File: src/design/skpd_pkg.sv
// Shared types, constants and register codes for the keyboard position deframer.
package skpd_pkg;

  localparam int unsigned BufferDepth = 16;
  localparam int unsigned CntW        = $clog2(BufferDepth + 1);
  localparam int unsigned IdxW        = (BufferDepth > 1) ? $clog2(BufferDepth) : 1;

  localparam int unsigned OpW      = 2;
  localparam int unsigned CfgIdxW  = 2;
  localparam int unsigned CfgDataW = 8;
  localparam int unsigned PosW     = 8;
  localparam int unsigned SmpW     = 6;
  localparam int unsigned UsedOutW = 5;

  // input operation codes
  localparam logic [OpW-1:0] OP_EDGE   = 2'd0;
  localparam logic [OpW-1:0] OP_SAMPLE = 2'd1;
  localparam logic [OpW-1:0] OP_RESYNC = 2'd2;
  localparam logic [OpW-1:0] OP_UNUSED = 2'd3;

  // configuration register indexes
  localparam logic [CfgIdxW-1:0] REG_SAMPLES_PER_BIT = 2'd0;
  localparam logic [CfgIdxW-1:0] REG_HIGH_THRESHOLD  = 2'd1;
  localparam logic [CfgIdxW-1:0] REG_WRAP_POSITION   = 2'd2;
  localparam logic [CfgIdxW-1:0] REG_FRAME_LENGTH    = 2'd3;

  // configuration reset values
  localparam logic [SmpW-1:0] RstSamplesPerBit = 6'd50;
  localparam logic [SmpW-1:0] RstHighThreshold = 6'd40;
  localparam logic [PosW-1:0] RstWrapPosition  = 8'd124;
  localparam logic [PosW-1:0] RstFrameLength   = 8'd128;

  typedef struct packed {
    logic [SmpW-1:0] samples_per_bit;
    logic [SmpW-1:0] high_threshold;
    logic [PosW-1:0] wrap_position;
    logic [PosW-1:0] frame_length;
  } cfg_t;

  typedef struct packed {
    logic [PosW-1:0] position;
    logic [SmpW-1:0] sample_count;
    logic [SmpW-1:0] high_count;
    logic            window_open;
    logic            syncing;
    logic [CntW-1:0] used_count;
  } state_t;

  typedef struct packed {
    logic                key_valid;
    logic [PosW-1:0]     key_index;
    logic                key_stored;
    logic                frame_wrap;
    logic                desync_error;
    logic                reset_pulse;
    logic                in_sync;
    logic [UsedOutW-1:0] buffer_used;
  } result_t;

  typedef struct packed {
    logic            en;
    logic [IdxW-1:0] addr;
    logic [PosW-1:0] data;
  } store_wr_t;

endpackage

File: src/design/skpd_step.sv
// Next-state and result logic for one input beat of the deframer.
module skpd_step (
  input  skpd_pkg::cfg_t              cfg_i,
  input  skpd_pkg::state_t            state_i,
  input  logic [skpd_pkg::OpW-1:0]    op_i,
  input  logic                        data_level_i,
  output skpd_pkg::state_t            state_o,
  output skpd_pkg::result_t           result_o,
  output skpd_pkg::store_wr_t         store_wr_o
);

  logic [skpd_pkg::SmpW-1:0] need;
  logic [skpd_pkg::SmpW-1:0] high_inc;
  logic [skpd_pkg::SmpW-1:0] samp_inc;
  logic [skpd_pkg::PosW-1:0] pos_base;
  logic                      edge_desync;
  logic                      room;

  assign need        = (cfg_i.samples_per_bit == '0) ? skpd_pkg::SmpW'(1) : cfg_i.samples_per_bit;
  assign high_inc    = state_i.high_count + skpd_pkg::SmpW'(data_level_i);
  assign samp_inc    = state_i.sample_count + skpd_pkg::SmpW'(1);
  assign edge_desync = !state_i.syncing && (state_i.position > cfg_i.frame_length);
  assign pos_base    = edge_desync ? '0 : state_i.position;
  assign room        = state_i.used_count < skpd_pkg::CntW'(skpd_pkg::BufferDepth);

  always_comb begin
    state_o    = state_i;
    result_o   = '0;
    store_wr_o = '0;
    store_wr_o.addr = state_i.used_count[skpd_pkg::IdxW-1:0];
    store_wr_o.data = state_i.position;

    unique case (op_i)
      skpd_pkg::OP_EDGE: begin
        // an edge drops any unfinished window
        if (edge_desync) begin
          state_o.syncing      = 1'b1;
          state_o.used_count   = '0;
          result_o.desync_error = 1'b1;
          result_o.reset_pulse  = 1'b1;
        end
        state_o.position     = pos_base + skpd_pkg::PosW'(1);
        state_o.window_open  = 1'b1;
        state_o.sample_count = '0;
        state_o.high_count   = '0;
      end
      skpd_pkg::OP_SAMPLE: begin
        if (state_i.window_open) begin
          if (state_i.syncing) begin
            // only the first sample after an edge counts in sync mode
            state_o.window_open = 1'b0;
            if (data_level_i) begin
              if (state_i.position == cfg_i.frame_length) begin
                state_o.syncing = 1'b0;
              end
              state_o.position = '0;
            end
          end else if (samp_inc >= need) begin
            state_o.window_open  = 1'b0;
            state_o.sample_count = '0;
            state_o.high_count   = '0;
            if (high_inc >= cfg_i.high_threshold) begin
              if (state_i.position >= cfg_i.wrap_position) begin
                state_o.position    = '0;
                state_o.used_count  = '0;
                result_o.frame_wrap = 1'b1;
              end else begin
                result_o.key_valid = 1'b1;
                result_o.key_index = state_i.position;
                if (room) begin
                  store_wr_o.en       = 1'b1;
                  state_o.used_count  = state_i.used_count + skpd_pkg::CntW'(1);
                  result_o.key_stored = 1'b1;
                end
              end
            end
            if (state_o.position > cfg_i.frame_length) begin
              state_o.position      = '0;
              state_o.used_count    = '0;
              state_o.syncing       = 1'b1;
              result_o.desync_error = 1'b1;
              result_o.reset_pulse  = 1'b1;
            end
          end else begin
            state_o.sample_count = samp_inc;
            state_o.high_count   = high_inc;
          end
        end
      end
      skpd_pkg::OP_RESYNC: begin
        state_o.position     = '0;
        state_o.used_count   = '0;
        state_o.window_open  = 1'b0;
        state_o.sample_count = '0;
        state_o.high_count   = '0;
        state_o.syncing      = 1'b1;
        result_o.reset_pulse = 1'b1;
      end
      skpd_pkg::OP_UNUSED: begin
      end
      default: begin
      end
    endcase

    result_o.in_sync     = !state_o.syncing;
    result_o.buffer_used = skpd_pkg::UsedOutW'(state_o.used_count);
  end

endmodule

File: src/design/scan_keyboard_position_deframer.sv
// Top level of the scanned keyboard position deframer: registers, key buffer, handshakes.
//
// Takes one event beat per clock unless in_stall_o is high (falling edge, line sample
// or forced resync) and returns exactly one result beat for each. An input register
// feeds a single step of compare and counter logic, which updates the scan state and
// loads the result register in the same cycle, so with out_stall_i low the sustained
// rate is one beat per cycle; a beat passes the input, then the result register. The
// result register and the input register together decouple the two sides: a new beat
// is taken while a finished result waits, and out_stall_i backs up to in_stall_o only
// when both are full. Detected keys are written into a 16-entry key buffer; a frame
// wrap, desync or resync empties it by clearing the fill count. The block starts in
// sync mode. Configuration writes are always ready and must only be issued while idle.
module scan_keyboard_position_deframer (
  input  logic                            clk_i,
  input  logic                            rst_ni,
  input  logic                            cfg_valid_i,
  output logic                            cfg_ready_o,
  input  logic [skpd_pkg::CfgIdxW-1:0]    cfg_index_i,
  input  logic [skpd_pkg::CfgDataW-1:0]   cfg_data_i,
  input  logic                            in_valid_i,
  output logic                            in_stall_o,
  input  logic [skpd_pkg::OpW-1:0]        op_i,
  input  logic                            data_level_i,
  output logic                            out_valid_o,
  input  logic                            out_stall_i,
  output logic                            key_valid_o,
  output logic [skpd_pkg::PosW-1:0]       key_index_o,
  output logic                            key_stored_o,
  output logic                            frame_wrap_o,
  output logic                            desync_error_o,
  output logic                            reset_pulse_o,
  output logic                            in_sync_o,
  output logic [skpd_pkg::UsedOutW-1:0]   buffer_used_o
);

  skpd_pkg::cfg_t      cfg_q;
  skpd_pkg::state_t    state_q, state_d;
  skpd_pkg::result_t   result_q, result_d;
  skpd_pkg::store_wr_t store_wr;

  logic                       in_vld_q;
  logic [skpd_pkg::OpW-1:0]   op_q;
  logic                       level_q;
  logic                       out_vld_q;
  logic                       advance;
  logic                       in_take;

  logic [skpd_pkg::PosW-1:0]  key_store_q [skpd_pkg::BufferDepth];

  assign cfg_ready_o = 1'b1;
  assign advance     = in_vld_q && (!out_vld_q || !out_stall_i);
  assign in_stall_o  = in_vld_q && !advance;
  assign in_take     = in_valid_i && !in_stall_o;

  always_ff @(posedge clk_i or negedge rst_ni) begin
    if (!rst_ni) begin
      cfg_q.samples_per_bit <= skpd_pkg::RstSamplesPerBit;
      cfg_q.high_threshold  <= skpd_pkg::RstHighThreshold;
      cfg_q.wrap_position   <= skpd_pkg::RstWrapPosition;
      cfg_q.frame_length    <= skpd_pkg::RstFrameLength;
    end else if (cfg_valid_i && cfg_ready_o) begin
      unique case (cfg_index_i)
        skpd_pkg::REG_SAMPLES_PER_BIT: cfg_q.samples_per_bit <= cfg_data_i[skpd_pkg::SmpW-1:0];
        skpd_pkg::REG_HIGH_THRESHOLD:  cfg_q.high_threshold  <= cfg_data_i[skpd_pkg::SmpW-1:0];
        skpd_pkg::REG_WRAP_POSITION:   cfg_q.wrap_position   <= cfg_data_i;
        skpd_pkg::REG_FRAME_LENGTH:    cfg_q.frame_length    <= cfg_data_i;
        default: begin
        end
      endcase
    end
  end

  // input register
  always_ff @(posedge clk_i or negedge rst_ni) begin
    if (!rst_ni) begin
      in_vld_q <= 1'b0;
    end else if (in_take) begin
      in_vld_q <= 1'b1;
    end else if (advance) begin
      in_vld_q <= 1'b0;
    end
  end

  always_ff @(posedge clk_i) begin
    if (in_take) begin
      op_q    <= op_i;
      level_q <= data_level_i;
    end
  end

  skpd_step u_step (
    .cfg_i        (cfg_q),
    .state_i      (state_q),
    .op_i         (op_q),
    .data_level_i (level_q),
    .state_o      (state_d),
    .result_o     (result_d),
    .store_wr_o   (store_wr)
  );

  always_ff @(posedge clk_i or negedge rst_ni) begin
    if (!rst_ni) begin
      state_q.position     <= '0;
      state_q.sample_count <= '0;
      state_q.high_count   <= '0;
      state_q.window_open  <= 1'b0;
      state_q.syncing      <= 1'b1;
      state_q.used_count   <= '0;
    end else if (advance) begin
      state_q <= state_d;
    end
  end

  // result register
  always_ff @(posedge clk_i or negedge rst_ni) begin
    if (!rst_ni) begin
      out_vld_q <= 1'b0;
    end else if (advance) begin
      out_vld_q <= 1'b1;
    end else if (!out_stall_i) begin
      out_vld_q <= 1'b0;
    end
  end

  always_ff @(posedge clk_i) begin
    if (advance) begin
      result_q <= result_d;
    end
  end

  // key buffer
  always_ff @(posedge clk_i) begin
    if (advance && store_wr.en) begin
      key_store_q[store_wr.addr] <= store_wr.data;
    end
  end

  assign out_valid_o    = out_vld_q;
  assign key_valid_o    = result_q.key_valid;
  assign key_index_o    = result_q.key_index;
  assign key_stored_o   = result_q.key_stored;
  assign frame_wrap_o   = result_q.frame_wrap;
  assign desync_error_o = result_q.desync_error;
  assign reset_pulse_o  = result_q.reset_pulse;
  assign in_sync_o      = result_q.in_sync;
  assign buffer_used_o  = result_q.buffer_used;

endmodule
File: config.mk
export PLATFORM = sky130hd
export DESIGN_NAME = scan_keyboard_position_deframer
export DESIGN_NICKNAME = d
export VERILOG_FILES = /design/src/design/skpd_pkg.sv /design/src/design/skpd_step.sv /design/src/design/scan_keyboard_position_deframer.sv
export SDC_FILE = /design/constraint.sdc
export NUM_CORES = 1
export LEC_CHECK = 0
export BUFFER_PORTS_ARGS = -buffer_cell sky130_fd_sc_hd__clkbuf_2
export CORE_ASPECT_RATIO = 0.9
export CORE_MARGIN = 4
export CORE_UTILIZATION = 62
export CTS_BUF_LIST = sky130_fd_sc_hd__clkbuf_8
export DETAILED_ROUTE_END_ITERATION = 6
export PLACE_DENSITY = 0.82
export SYNTH_ARGS = -nofsm -noshare
export SYNTH_HDL_FRONTEND = slang
export SYNTH_SLANG_ARGS = --single-unit
File: constraint.sdc
create_clock -name clk_i -period 4.76 [get_ports clk_i]
set_input_delay 0.476 -clock clk_i [delete_from_list [all_inputs] [get_ports clk_i]]
set_output_delay 0.476 -clock clk_i [all_outputs]
set_load 0.02 [all_outputs]
==> run summary, run 1 <==
========================================================================================
Total I/O pin count .......................................................           40
FF+latch area ............................................................. 0.00210 mm^2
Cells after synthesis .....................................................          424
Distinct cell type count of the synthesized netlist .......................           67
Area occupied by multi-input gates ........................................ 0.00233 mm^2
Placeable core region ..................................................... 0.00715 mm^2
Worst clock skew ..........................................................   0.00925 ns
Clk pin slew, worst setup/hold paths ......................................      0.08 ns
Setup crit start kind .....................................................         flop
Unrepaired setup endpoints after global routing ...........................           no
Max incr delay on CP ......................................................      0.45 ns
Finished layout cell area ................................................. 0.00510 mm^2
Global router's overall resource usage ....................................        23.2%
Mapped Nets ...............................................................          484
Total number of vias ......................................................         3482
P&R area growth vs syn ....................................................        10.2%
Setup Buffers After CTS ...................................................            0
Top cell type's share of synthesized area .................................        24.4%
Clock sinks ...............................................................           79
Via-to-Cell Ratio .........................................................         6.15
Top cells by area in the synthesized netlist .............................. dfrtp_1, edfxtp_1, ha_1
Count of final hold-check violations ......................................            0
Quantity of gates resized following cts ...................................            0
Max capacitance violation total ...........................................            0
CP endpoint kind ..........................................................         flop
TritonCTS buffer count ....................................................            9
Number of fill cells in the layout ........................................          527
Type of the tightest min-delay check ...................................... input pin to async pin
Dpl hpwl ..................................................................      7280 um
Ratio of cells with drive above 1 in the final layout .....................        23.0%
Top flip-flop cell by instance count after synthesis ......................      dfrtp_1
Top library cells by usage in the layout, fill and taps aside ............. dfrtp_1, ha_1, inv_1
Max VDD drop ..............................................................       191 uV
Count of flip-flops with a built-in enable after synthesis ................           22
Die width .................................................................      99.0 um
Cell area power density ...................................................  358 mW/mm^2
Average footprint of a synthesized cell ...................................    10.9 um^2
Maximum number of pins on one net before global-route repair ..............           58
First-iteration detailed-routing DRC count ................................          179
Share of the cycle needed by the critical path after routing ..............        89.0%
Worst EP arrival ..........................................................      4.31 ns
Area after DPL ............................................................ 0.00491 mm^2
Flop and latch count out of synthesis .....................................           79
Worst-path maximum fanout .................................................           11
Port buffer count .........................................................           38
Pleak .....................................................................      2.33 nW
Worst path cell trace ..................................................... ha_1 -> ha_1 -> xor2_1 -> ha_1 -> nand2_1 -> o21ai_1 -> a41oi_1 -> buf_4 -> nor2_1 -> nor2b_1 -> ha_1 -> nor2b_1 -> o211ai_1 -> a211o_1 -> o211a_1 -> o21ai_4 -> o221ai_1
Setup-violating endpoint count in the final report ........................            0
Number of warnings issued by yosys ........................................            0
Minimum clock period after layout .........................................      4.24 ns
Proportion of synthesized chip area in sequential cells ...................        45.5%
Total congestion overflow .................................................            0
Die area .................................................................. 0.00891 mm^2
Number of global-route vias before repair .................................         3442
Maximum number of buffers from clock root to sink .........................            2
Class of the most critical setup path ..................................... flop to flop
DRC .......................................................................            0
Final wirelength ..........................................................      9950 um
Post-synthesis async set-or-reset flop share ..............................        72.2%
Placed cells ..............................................................          550
Sum of negative setup slack ...............................................         0 ns
Required @ worst endpoint .................................................      4.83 ns
DR WL/cell ................................................................      17.6 um
Routability-driven placement congestion ratio .............................        0.901
Layout Cells excl Fill ....................................................          566
Hold buffers post-CTS .....................................................            0
Post-route antenna net violation count ....................................            0
Slew margin rel. ..........................................................        33.2%
Outcome ................................................................... finished clean
Y dimension of the die ....................................................      89.9 um
Antenna violations before repair ..........................................            0
Later-pin clock latency in the skew report ................................      0.36 ns
Crit-path most repeated cell ..............................................         ha_1
CTS root buffer ...........................................................     clkbuf_8
Number of search-and-repair iterations in the first detailed-routing pass .            4
Cell area after synthesis ................................................. 0.00462 mm^2
Number of pins with negative max-slew slack in the final report ...........            0
Leading cell type in the layout, fill and taps excluded ...................      dfrtp_1
Setup slack of the worst register-to-register path ........................      0.52 ns
Worst-Margin Slew .........................................................      1.00 ns
# nets final ..............................................................          528
Fmax ......................................................................    0.236 GHz
Count of antenna diodes in the layout .....................................            0
Wire length of the first global-routing pass ..............................     16600 um
Starting density of the core ..............................................        64.7%
Area leader, netlist ......................................................      dfrtp_1
Row Count .................................................................           29
CTS H-tree depth ..........................................................            3
Clock tree from TritonCTS .................................................         done
Slowest library cell on the worst path ....................................     edfxtp_1
========================================================================================
==> metrics by stage <==
step	power, mW	utilization, %	worst slack (ns)	hold slack [ns]
after floorplan	1.20	-	1.07	0.180
after global placement	1.31	68.7	0.880	0.480
after detailed placement	1.35	68.7	0.628	0.485
after CTS	1.84	71.3	0.607	0.272
after global routing	1.93	71.3	0.272	0.274
final	1.82	71.3	0.523	0.257
==> kinds of logic (layout without fill, tap and decap cells) <==
kind of cell / after synthesis / in the layout / synth area share, %
buf+inv: 46 / 95 / 4.17
flops: 79 / 79 / 45.5
xor+xnor: 9 / 9 / 1.70
fa+ha+maj: 42 / 42 / 11.4
simple gates: 119 / 119 / 14.6
compound gates: 101 / 101 / 16.1
other cells: 1 / 1 / 0.0811
mux: 27 / 27 / 6.49
==> final cells by class <==
cell class,count,share of cell area (%)
Inverter,37,2.73
Timing Repair Buffer,42,4.32
Tap cell,93,2.28
Clock inverter,7,1.28
Multi-Input combinational cell,299,45.7
Clock buffer,9,2.43
Sequential cell,79,41.2
==> final timing paths <==
check	endpoint	cells past startpoint	from
worst max-delay path	buffer_used_o[2]	17	level_q
worst min-delay path	cfg_q[15]	2	rst_ni
worst max register to register	buffer_used_o[2]	17	level_q
worst min register to register	out_valid_o	1	in_vld_q
max in group asynchronous	state_q[1]	2	rst_ni
min in group clk_i	op_q[0]	1	op_i[0]
==> Yosys cell counts (3+ instances only) <==
| library cell | number |
|---|---|
| nor2_1 | 17 |
| nor3_2 | 3 |
| dfrtp_1 | 45 |
| nand4_1 | 6 |
| xor2_1 | 3 |
| o21ai_0 | 21 |
| nand3_1 | 14 |
| mux2i_1 | 3 |
| o2111ai_1 | 3 |
| and3_1 | 5 |
| mux2_2 | 24 |
| a21oi_1 | 16 |
| nand2b_1 | 6 |
| nor3_1 | 3 |
| inv_1 | 36 |
| ha_1 | 42 |
| o21a_1 | 3 |
| nor2b_1 | 7 |
| o21ai_1 | 4 |
| nand3b_1 | 4 |
| and2_1 | 11 |
| a22o_1 | 11 |
| edfxtp_1 | 22 |
| a31oi_1 | 5 |
| clkbuf_1 | 4 |
| o211ai_1 | 3 |
| a41oi_1 | 3 |
| nor4_1 | 3 |
| nor3b_1 | 3 |
| o31ai_1 | 3 |
| dfstp_2 | 12 |
| nand2_1 | 26 |
| xnor2_1 | 6 |
| o2bb2ai_1 | 4 |
| o221ai_1 | 3 |
==> state kept, by name, summed over array words and instances (netlist names), named ones only <==
| register | flops |
|---|---|
| in_vld_q | 1 |
| state_q | 26 |
| cfg_q | 28 |
| reset_pulse_o | 1 |
| frame_wrap_o | 1 |
| level_q | 1 |
| key_index_o | 8 |
| buffer_used_o | 5 |
| out_valid_o | 1 |
| key_stored_o | 1 |
| op_q | 2 |
| in_sync_o | 1 |
| key_valid_o | 1 |
| desync_error_o | 1 |
==> report_power, final <==
part           total, mW  internal, mW  switching [mW]
combinational      0.477         0.195           0.283
clock              0.483         0.240           0.243
sequential         0.864         0.789          0.0744
total               1.82          1.22           0.600
==> per-layer routing <==
metal	vias to the layer above	GRT usage [%]	wire length [um]
met3	24	5.50	535
met2	131	37.9	4850
met5	-	0	0
met4	0	7.62	242
met1	1668	30.4	4320
li1	1659	-	-
==> critical path, delay by kind of cell, from the launching register on <==
family	cells	cell delay, ns
buffers and inverters	1	0.21
XOR/XNOR	1	0.16
AND/OR/NAND/NOR	4	0.73
AO/OA/AOI/OAI	7	1.37
flip-flops	1	0.45
adder cells (fa/ha/maj)	4	1.06
No activity file was read; power rests on OpenSTA's default activity.
==> run 2: changes to the inputs <==
CORE_UTILIZATION = 60   (was 62)
PLACE_DENSITY = default   (was 0.82)
PLACE_DENSITY_LB_ADDON = 0.12   (was default)
==> run 2 against run 1 <==
Hold slack improved by 0.00098 ns. Die area grew 3.0%. Register-to-register slack better by 0.10 ns. Final cell count is 0.53% higher. Critical path type unchanged. Largest power group unchanged.
==> run summary, run 2 (synthesis gave the netlist of run 1 again) <==
========================================================================================
Area after DPL ............................................................ 0.00491 mm^2   about the same
Post-route antenna net violation count ....................................            0   unchanged
Required @ worst endpoint .................................................      4.94 ns   +0.11 ns
Max incr delay on CP ......................................................      0.45 ns   about the same
Placed cells ..............................................................          553   +0.55%
Starting density of the core ..............................................        61.6%   -3.1 points
Number of fill cells in the layout ........................................          590   +12%
CTS H-tree depth ..........................................................            3   unchanged
Maximum number of buffers from clock root to sink .........................            2   unchanged
Reg-to-Reg Start ..........................................................      level_q
Slew margin rel. ..........................................................        36.0%   +2.8 points
Type of the tightest min-delay check ...................................... input pin to async pin
Pleak .....................................................................      2.33 nW   about the same
Least setup slack across all paths after layout ...........................     0.624 ns   +0.100 ns
Later-pin clock latency in the skew report ................................      0.36 ns   about the same
Clk pin slew, worst setup/hold paths ......................................      0.08 ns   about the same
Flip-flop count of the largest register, all copies and words added .......           28   unchanged
Share of the cycle needed by the critical path after routing ..............        86.9%   -2.1 points
Via-to-Cell Ratio .........................................................         6.03   -1.9%
Count of final hold-check violations ......................................            0   unchanged
Y dimension of the die ....................................................      91.3 um   +1.5%
Class of the most critical setup path ..................................... flop to flop
Setup crit start kind .....................................................         flop
Total congestion overflow .................................................            0   unchanged
Ratio of cells with drive above 1 in the final layout .....................        23.3%   +0.21 points
Setup slack of the worst register-to-register path ........................      0.62 ns   +0.10 ns
Number of global-route vias before repair .................................         3462   +0.58%
Clock sinks ...............................................................           79   unchanged
Port buffer count .........................................................           38   unchanged
Setup-violating endpoint count in the final report ........................            0   unchanged
CP endpoint kind ..........................................................         flop
Worst-path maximum fanout .................................................           11   unchanged
Crit-path most repeated cell ..............................................         ha_1
Placeable core region ..................................................... 0.00751 mm^2   +5.0%
Slowest library cell on the worst path ....................................      o21ai_0
Number of cells on the worst reg-to-reg path ..............................           16   -1
Unrepaired setup endpoints after global routing ...........................           no
Fin Hold WS ...............................................................     0.258 ns   +0.000982 ns
Worst slack at placement ..................................................     0.730 ns   +0.102 ns
Total number of vias ......................................................         3433   -1.4%
Leading cell type in the layout, fill and taps excluded ...................      dfrtp_1
Number of search-and-repair iterations in the first detailed-routing pass .            4   unchanged
DR WL/cell ................................................................      17.0 um   -3.3%
Outcome ................................................................... finished clean
Final wirelength ..........................................................      9670 um   -2.8%
Quantity of gates resized following cts ...................................            0   unchanged
Layout Cells excl Fill ....................................................          569   +0.53%
Routability-driven placement congestion ratio .............................        0.904   +0.31%
Sum of negative setup slack ...............................................         0 ns   unchanged
Row Count .................................................................           30   +3.4%
Wire length of the first global-routing pass ..............................     16900 um   +2.0%
Cell area power density ...................................................  364 mW/mm^2   +1.7%
Die area .................................................................. 0.00918 mm^2   +3.0%
Final Util ................................................................        68.3%   -3.0 points
Total I/O pin count .......................................................           40   unchanged
Finished layout cell area ................................................. 0.00512 mm^2   +0.54%
Die width .................................................................       101 um   +1.5%
Sum of buffers and inverters on the critical path .........................            1   unchanged
Register with the highest flop count ......................................        cfg_q
Max capacitance violation total ...........................................            0   unchanged
Top library cells by usage in the layout, fill and taps aside ............. dfrtp_1, ha_1, clkbuf_2
Global router's overall resource usage ....................................        23.2%   +0.043 points
Worst clock skew ..........................................................   0.00907 ns   -0.000173 ns
Crit Reg-Reg Endpoint ..................................................... buffer_used_o[3]
Hold buffers post-CTS .....................................................            0   unchanged
Worst path cell trace ..................................................... ha_1 -> ha_1 -> xor2_1 -> ha_1 -> nand2_1 -> o21ai_1 -> a41oi_1 -> buf_4 -> nor2_1 -> nor2b_1 -> ha_1 -> nand4_1 -> o21ai_0 -> o211a_1 -> o21ai_4 -> o221ai_1
Worst EP arrival ..........................................................      4.32 ns   about the same
Fmax ......................................................................    0.242 GHz   +2.4%
Dpl hpwl ..................................................................      7160 um   -1.6%
Maximum number of pins on one net before global-route repair ..............           58   unchanged
Worst-Margin Slew .........................................................     0.958 ns   -0.0420 ns
Max VDD drop ..............................................................       191 uV   +0.46%
Top cell family by delay on the critical path ............................. compound AO/OA/AOI/OAI gates
Minimum clock period after layout .........................................      4.14 ns   -0.100 ns
Setup Buffers After CTS ...................................................            0   unchanged
DRC .......................................................................            0   unchanged
PnR Total Power ...........................................................      1.86 mW   +2.2%
Antenna violations before repair ..........................................            0   unchanged
Clock tree from TritonCTS .................................................         done
TritonCTS buffer count ....................................................            9   unchanged
Number of pins with negative max-slew slack in the final report ...........            0   unchanged
CTS root buffer ...........................................................     clkbuf_8
Count of antenna diodes in the layout .....................................            0   unchanged
# nets final ..............................................................          528   unchanged
First-iteration detailed-routing DRC count ................................          211   +18%
P&R area growth vs syn ....................................................        10.8%
========================================================================================
run 2: cell types whose count changed in the layout (fill, tap and decap cells not counted):
cell | previous run | this run
clkinvlp_4 | 0 | 1
inv_6 | 1 | 0
inv_4 | 1 | 0
bufinv_16 | 1 | 2
clkinv_1 | 1 | 2
inv_1 | 39 | 37
clkinv_2 | 0 | 1
run 2: layer usage:
| metal | wire length [um] | up-vias | GRT usage, % |
|---|---|---|---|
| met2 | 4720 | 99 | 37.3 |
| li1 | - | 1655 | - |
| met5 | 0 | - | 0 |
| met3 | 449 | 16 | 5.76 |
| met4 | 172 | 0 | 7.18 |
| met1 | 4330 | 1663 | 31.0 |
run 2: worst max-delay path by stage:
| stage | cells after the start | endpoint | from |
|---|---|---|---|
| global route | 16 | state_q[25] | level_q |
| floorplan | 18 | buffer_used_o[1] | level_q |
| detailed placement | 18 | buffer_used_o[3] | level_q |
| global placement | 18 | buffer_used_o[3] | level_q |
| CTS | 16 | buffer_used_o[0] | level_q |
| finish | 16 | buffer_used_o[3] | level_q |
run 2: cell type report:
type	instances	area [um^2]	area share (%)
sequential	79	2100	41.0
clock inverter	7	88.8	1.73
inverter	37	139	2.71
tap	96	120	2.34
multi-input combinational	299	2330	45.5
clock buffer	9	124	2.42
timing repair buffer	42	220	4.30
run 2: power breakdown:
group / internal (mW) / switching [mW]
logic: 0.191 / 0.271
clock network: 0.292 / 0.249
registers: 0.789 / 0.0725
run 2: worst register-to-register path: stages (launching register included):
cell and delay [ns]:
edfxtp_1 0.44, ha_1 0.21, ha_1 0.20, xor2_1 0.16, ha_1 0.31, nand2_1 0.05, o21ai_1 0.11, a41oi_1 0.13
buf_4 0.20, nor2_1 0.39, nor2b_1 0.10, ha_1 0.31, nand4_1 0.15, o21ai_0 0.45, o211a_1 0.39, o21ai_4 0.12
o221ai_1 0.24
==> run 3: changes to the inputs <==
CORE_ASPECT_RATIO = 0.75   (was 0.9)
==> run 3 against run 2 <==
Flip-flop and latch count unchanged. Non-clock buffer count unchanged. Register-to-register slack improved by 0.08 ns. Via count increased by 0.47%. Combinational power increased by 2%. Critical path type unchanged. Highest routed layer unchanged.
==> run summary, run 3 (synthesis gave the netlist of run 1 again) <==
========================================================================================
Sum of negative setup slack ...............................................         0 ns   unchanged
Register with the highest flop count ......................................        cfg_q
Placeable core region ..................................................... 0.00743 mm^2   -1.0%
Share of the cycle needed by the critical path after routing ..............        85.3%   -1.6 points
CP endpoint kind ..........................................................         flop
Ratio of cells with drive above 1 in the final layout .....................        22.8%   -0.42 points
Flip-flop count of the largest register, all copies and words added .......           28   unchanged
Setup Buffers After CTS ...................................................            0   unchanged
Hold buffers post-CTS .....................................................            0   unchanged
Y dimension of the die ....................................................      84.0 um   -7.9%
Global router's overall resource usage ....................................        22.7%   -0.54 points
Worst path cell trace ..................................................... ha_1 -> ha_1 -> nand3_1 -> xnor2_1 -> ha_1 -> a21o_1 -> a21o_1 -> a41oi_1 -> buf_4 -> nor2_1 -> nor2b_1 -> ha_1 -> nand4_1 -> nor2_1 -> a211o_1 -> o211a_1 -> o21ai_4 -> o221ai_1
Maximum number of pins on one net before global-route repair ..............           58   unchanged
Clk pin slew, worst setup/hold paths ......................................      0.08 ns   about the same
Final Util ................................................................        69.2%   +0.99 points
Pleak .....................................................................      2.34 nW   +0.55%
Starting density of the core ..............................................        62.2%   +0.62 points
Slowest library cell on the worst path ....................................     edfxtp_1
Worst clock skew ..........................................................   0.00756 ns   -0.00152 ns
Leading cell type in the layout, fill and taps excluded ...................      dfrtp_1
CP Depth ..................................................................           18   +2
Max VDD drop ..............................................................       201 uV   +5.0%
Port buffer count .........................................................           38   unchanged
Slew margin rel. ..........................................................        34.8%   -1.2 points
Max incr delay on CP ......................................................      0.44 ns   about the same
Dpl hpwl ..................................................................      7120 um   -0.49%
Worst-Margin Slew .........................................................     0.976 ns   +0.0179 ns
Row Count .................................................................           27   -10%
Sequential group share of total power .....................................        45.3%   -0.9 points
Met2 capacity usage during global routing .................................        35.4%   -1.9 points
Switching share of power ..................................................        30.5%   -1.3 points
Unrepaired setup endpoints after global routing ...........................           no
Total number of vias ......................................................         3449   +0.47%
Die width .................................................................       109 um   +8.8%
Via-to-Cell Ratio .........................................................         6.01   -0.41%
Worst EP arrival ..........................................................      4.14 ns   -0.18 ns
Outcome ................................................................... finished clean
Cell area power density ...................................................  370 mW/mm^2   +1.7%
Number of search-and-repair iterations in the first detailed-routing pass .            5   +1
Max capacitance violation total ...........................................            0   unchanged
Later-pin clock latency in the skew report ................................      0.35 ns   about the same
Portion of total power attributed to the clock network ....................        30.1%   +1.1 points
CTS root buffer ...........................................................     clkbuf_8
Met1 GRT Util .............................................................        32.9%   +1.9 points
Wire length of the first global-routing pass ..............................     16600 um   -2.2%
Logic gate share of total power ...........................................        24.6%   -0.2 points
Setup crit start kind .....................................................         flop
Required @ worst endpoint .................................................      4.84 ns   -0.10 ns
Sum of buffers and inverters on the critical path .........................            1   unchanged
Total congestion overflow .................................................            0   unchanged
Count of antenna diodes in the layout .....................................            0   unchanged
Routability-driven placement congestion ratio .............................        0.880   -2.7%
TritonCTS buffer count ....................................................            9   unchanged
Quantity of gates resized following cts ...................................            0   unchanged
DRC .......................................................................            0   unchanged
Reg-to-Reg Start ..........................................................      level_q
First-iteration detailed-routing DRC count ................................          277   +31%
Net switching power .......................................................     0.581 mW   -1.9%
Top library cells by usage in the layout, fill and taps aside ............. dfrtp_1, ha_1, inv_1, clkbuf_2, nand2_1
Maximum number of buffers from clock root to sink .........................            2   unchanged
Final wirelength ..........................................................      9590 um   -0.86%
Top cell family by delay on the critical path ............................. compound AO/OA/AOI/OAI gates
Timing startpoint of the critical path ....................................      level_q
Die area .................................................................. 0.00919 mm^2   +0.14%
CTS H-tree depth ..........................................................            3   unchanged
Layout Cells excl Fill ....................................................          574   +0.88%
Number of pins with negative max-slew slack in the final report ...........            0   unchanged
Placed cells ..............................................................          558   +0.90%
Internal power of the cells ...............................................      1.32 mW   +4.0%
Total I/O pin count .......................................................           40   unchanged
Post-route antenna net violation count ....................................            0   unchanged
Minimum clock period after layout .........................................      4.06 ns   -0.0779 ns
DR WL/cell ................................................................      16.7 um   -1.7%
Most congested layer reported by global routing ...........................         met2
Number of cells on the worst reg-to-reg path ..............................           18   +2
Setup-violating endpoint count in the final report ........................            0   unchanged
Type of the tightest min-delay check ...................................... input pin to async pin
Class of the most critical setup path ..................................... flop to flop
Clock sinks ...............................................................           79   unchanged
Clock tree from TritonCTS .................................................         done
P&R area growth vs syn ....................................................        11.3%
Crit-path most repeated cell ..............................................         ha_1
Routing usage on met3 .....................................................        5.41%   -0.35 points
Worst-path maximum fanout .................................................           11   unchanged
# nets final ..............................................................          528   unchanged
Antenna violations before repair ..........................................            0   unchanged
Count of final hold-check violations ......................................            0   unchanged
Fmax ......................................................................    0.246 GHz   +1.9%
Number of global-route vias before repair .................................         3394   -2.0%
========================================================================================
==> run 3: cell types whose count changed in the layout (fill, tap and decap cells not counted), sizes merged <==
cell,delta
inv,+1
clkinv,-1
clkinvlp,-1
bufinv,+1
==> run 3: routing by layer <==
layer	vias to the layer above	part of all wire [%]
li1	1661	-
met1	1690	48
met2	91	47
met3	7	4.7
met4	0	0.59
met5	-	0
==> run 3: area by class of cell <==
class / instances / area [um^2]
sequential: 79 / 2100
fill: 555 / 2290
tap: 101 / 126
inverter: 37 / 139
clock inverter: 7 / 105
clock buffer: 9 / 124
multi-input combinational: 299 / 2330
timing repair buffer: 42 / 220
==> run 3: metrics by stage <==
stage	power [mW]	instance area (um^2)	hold slack (ns)	worst slack [ns]
finish	1.90	5150	0.260	0.702
detailed placement	1.34	4920	0.494	0.755
floorplan	1.20	4620	0.180	1.07
global placement	1.31	4920	0.484	0.814
CTS	1.92	5150	0.281	0.731
global route	2.02	5150	0.284	0.294
==> run 3: final timing paths <==
path | end | slack [ns]
max | buffer_used_o[3] | 0.70
min | state_q[18] | 0.26
max reg2reg | buffer_used_o[3] | 0.70
min reg2reg | cfg_q[9] | 0.51
max in group asynchronous | state_q[25] | 4.01
min in group clk_i | level_q | 0.30
==> run 3: power groups by stage <==
stage | Sequential, mW | Combinational [mW] | Clock [mW]
2_1_floorplan | 0.862 | 0.335 | 0
3_5_place_dp | 0.875 | 0.465 | 0
6_report | 0.862 | 0.468 | 0.574
4_1_cts | 0.862 | 0.469 | 0.586
3_3_place_gp | 0.871 | 0.440 | 0
5_1_grt | 0.875 | 0.533 | 0.612
==> run 3: worst reg2reg max path: cells and delay by family (launching register included) <==
kind	cells	cell delay (ns)
compound gates	7	1.43
xor+xnor	1	0.15
fa+ha+maj	4	0.95
buf+inv	1	0.21
flops	1	0.44
simple gates	5	0.62
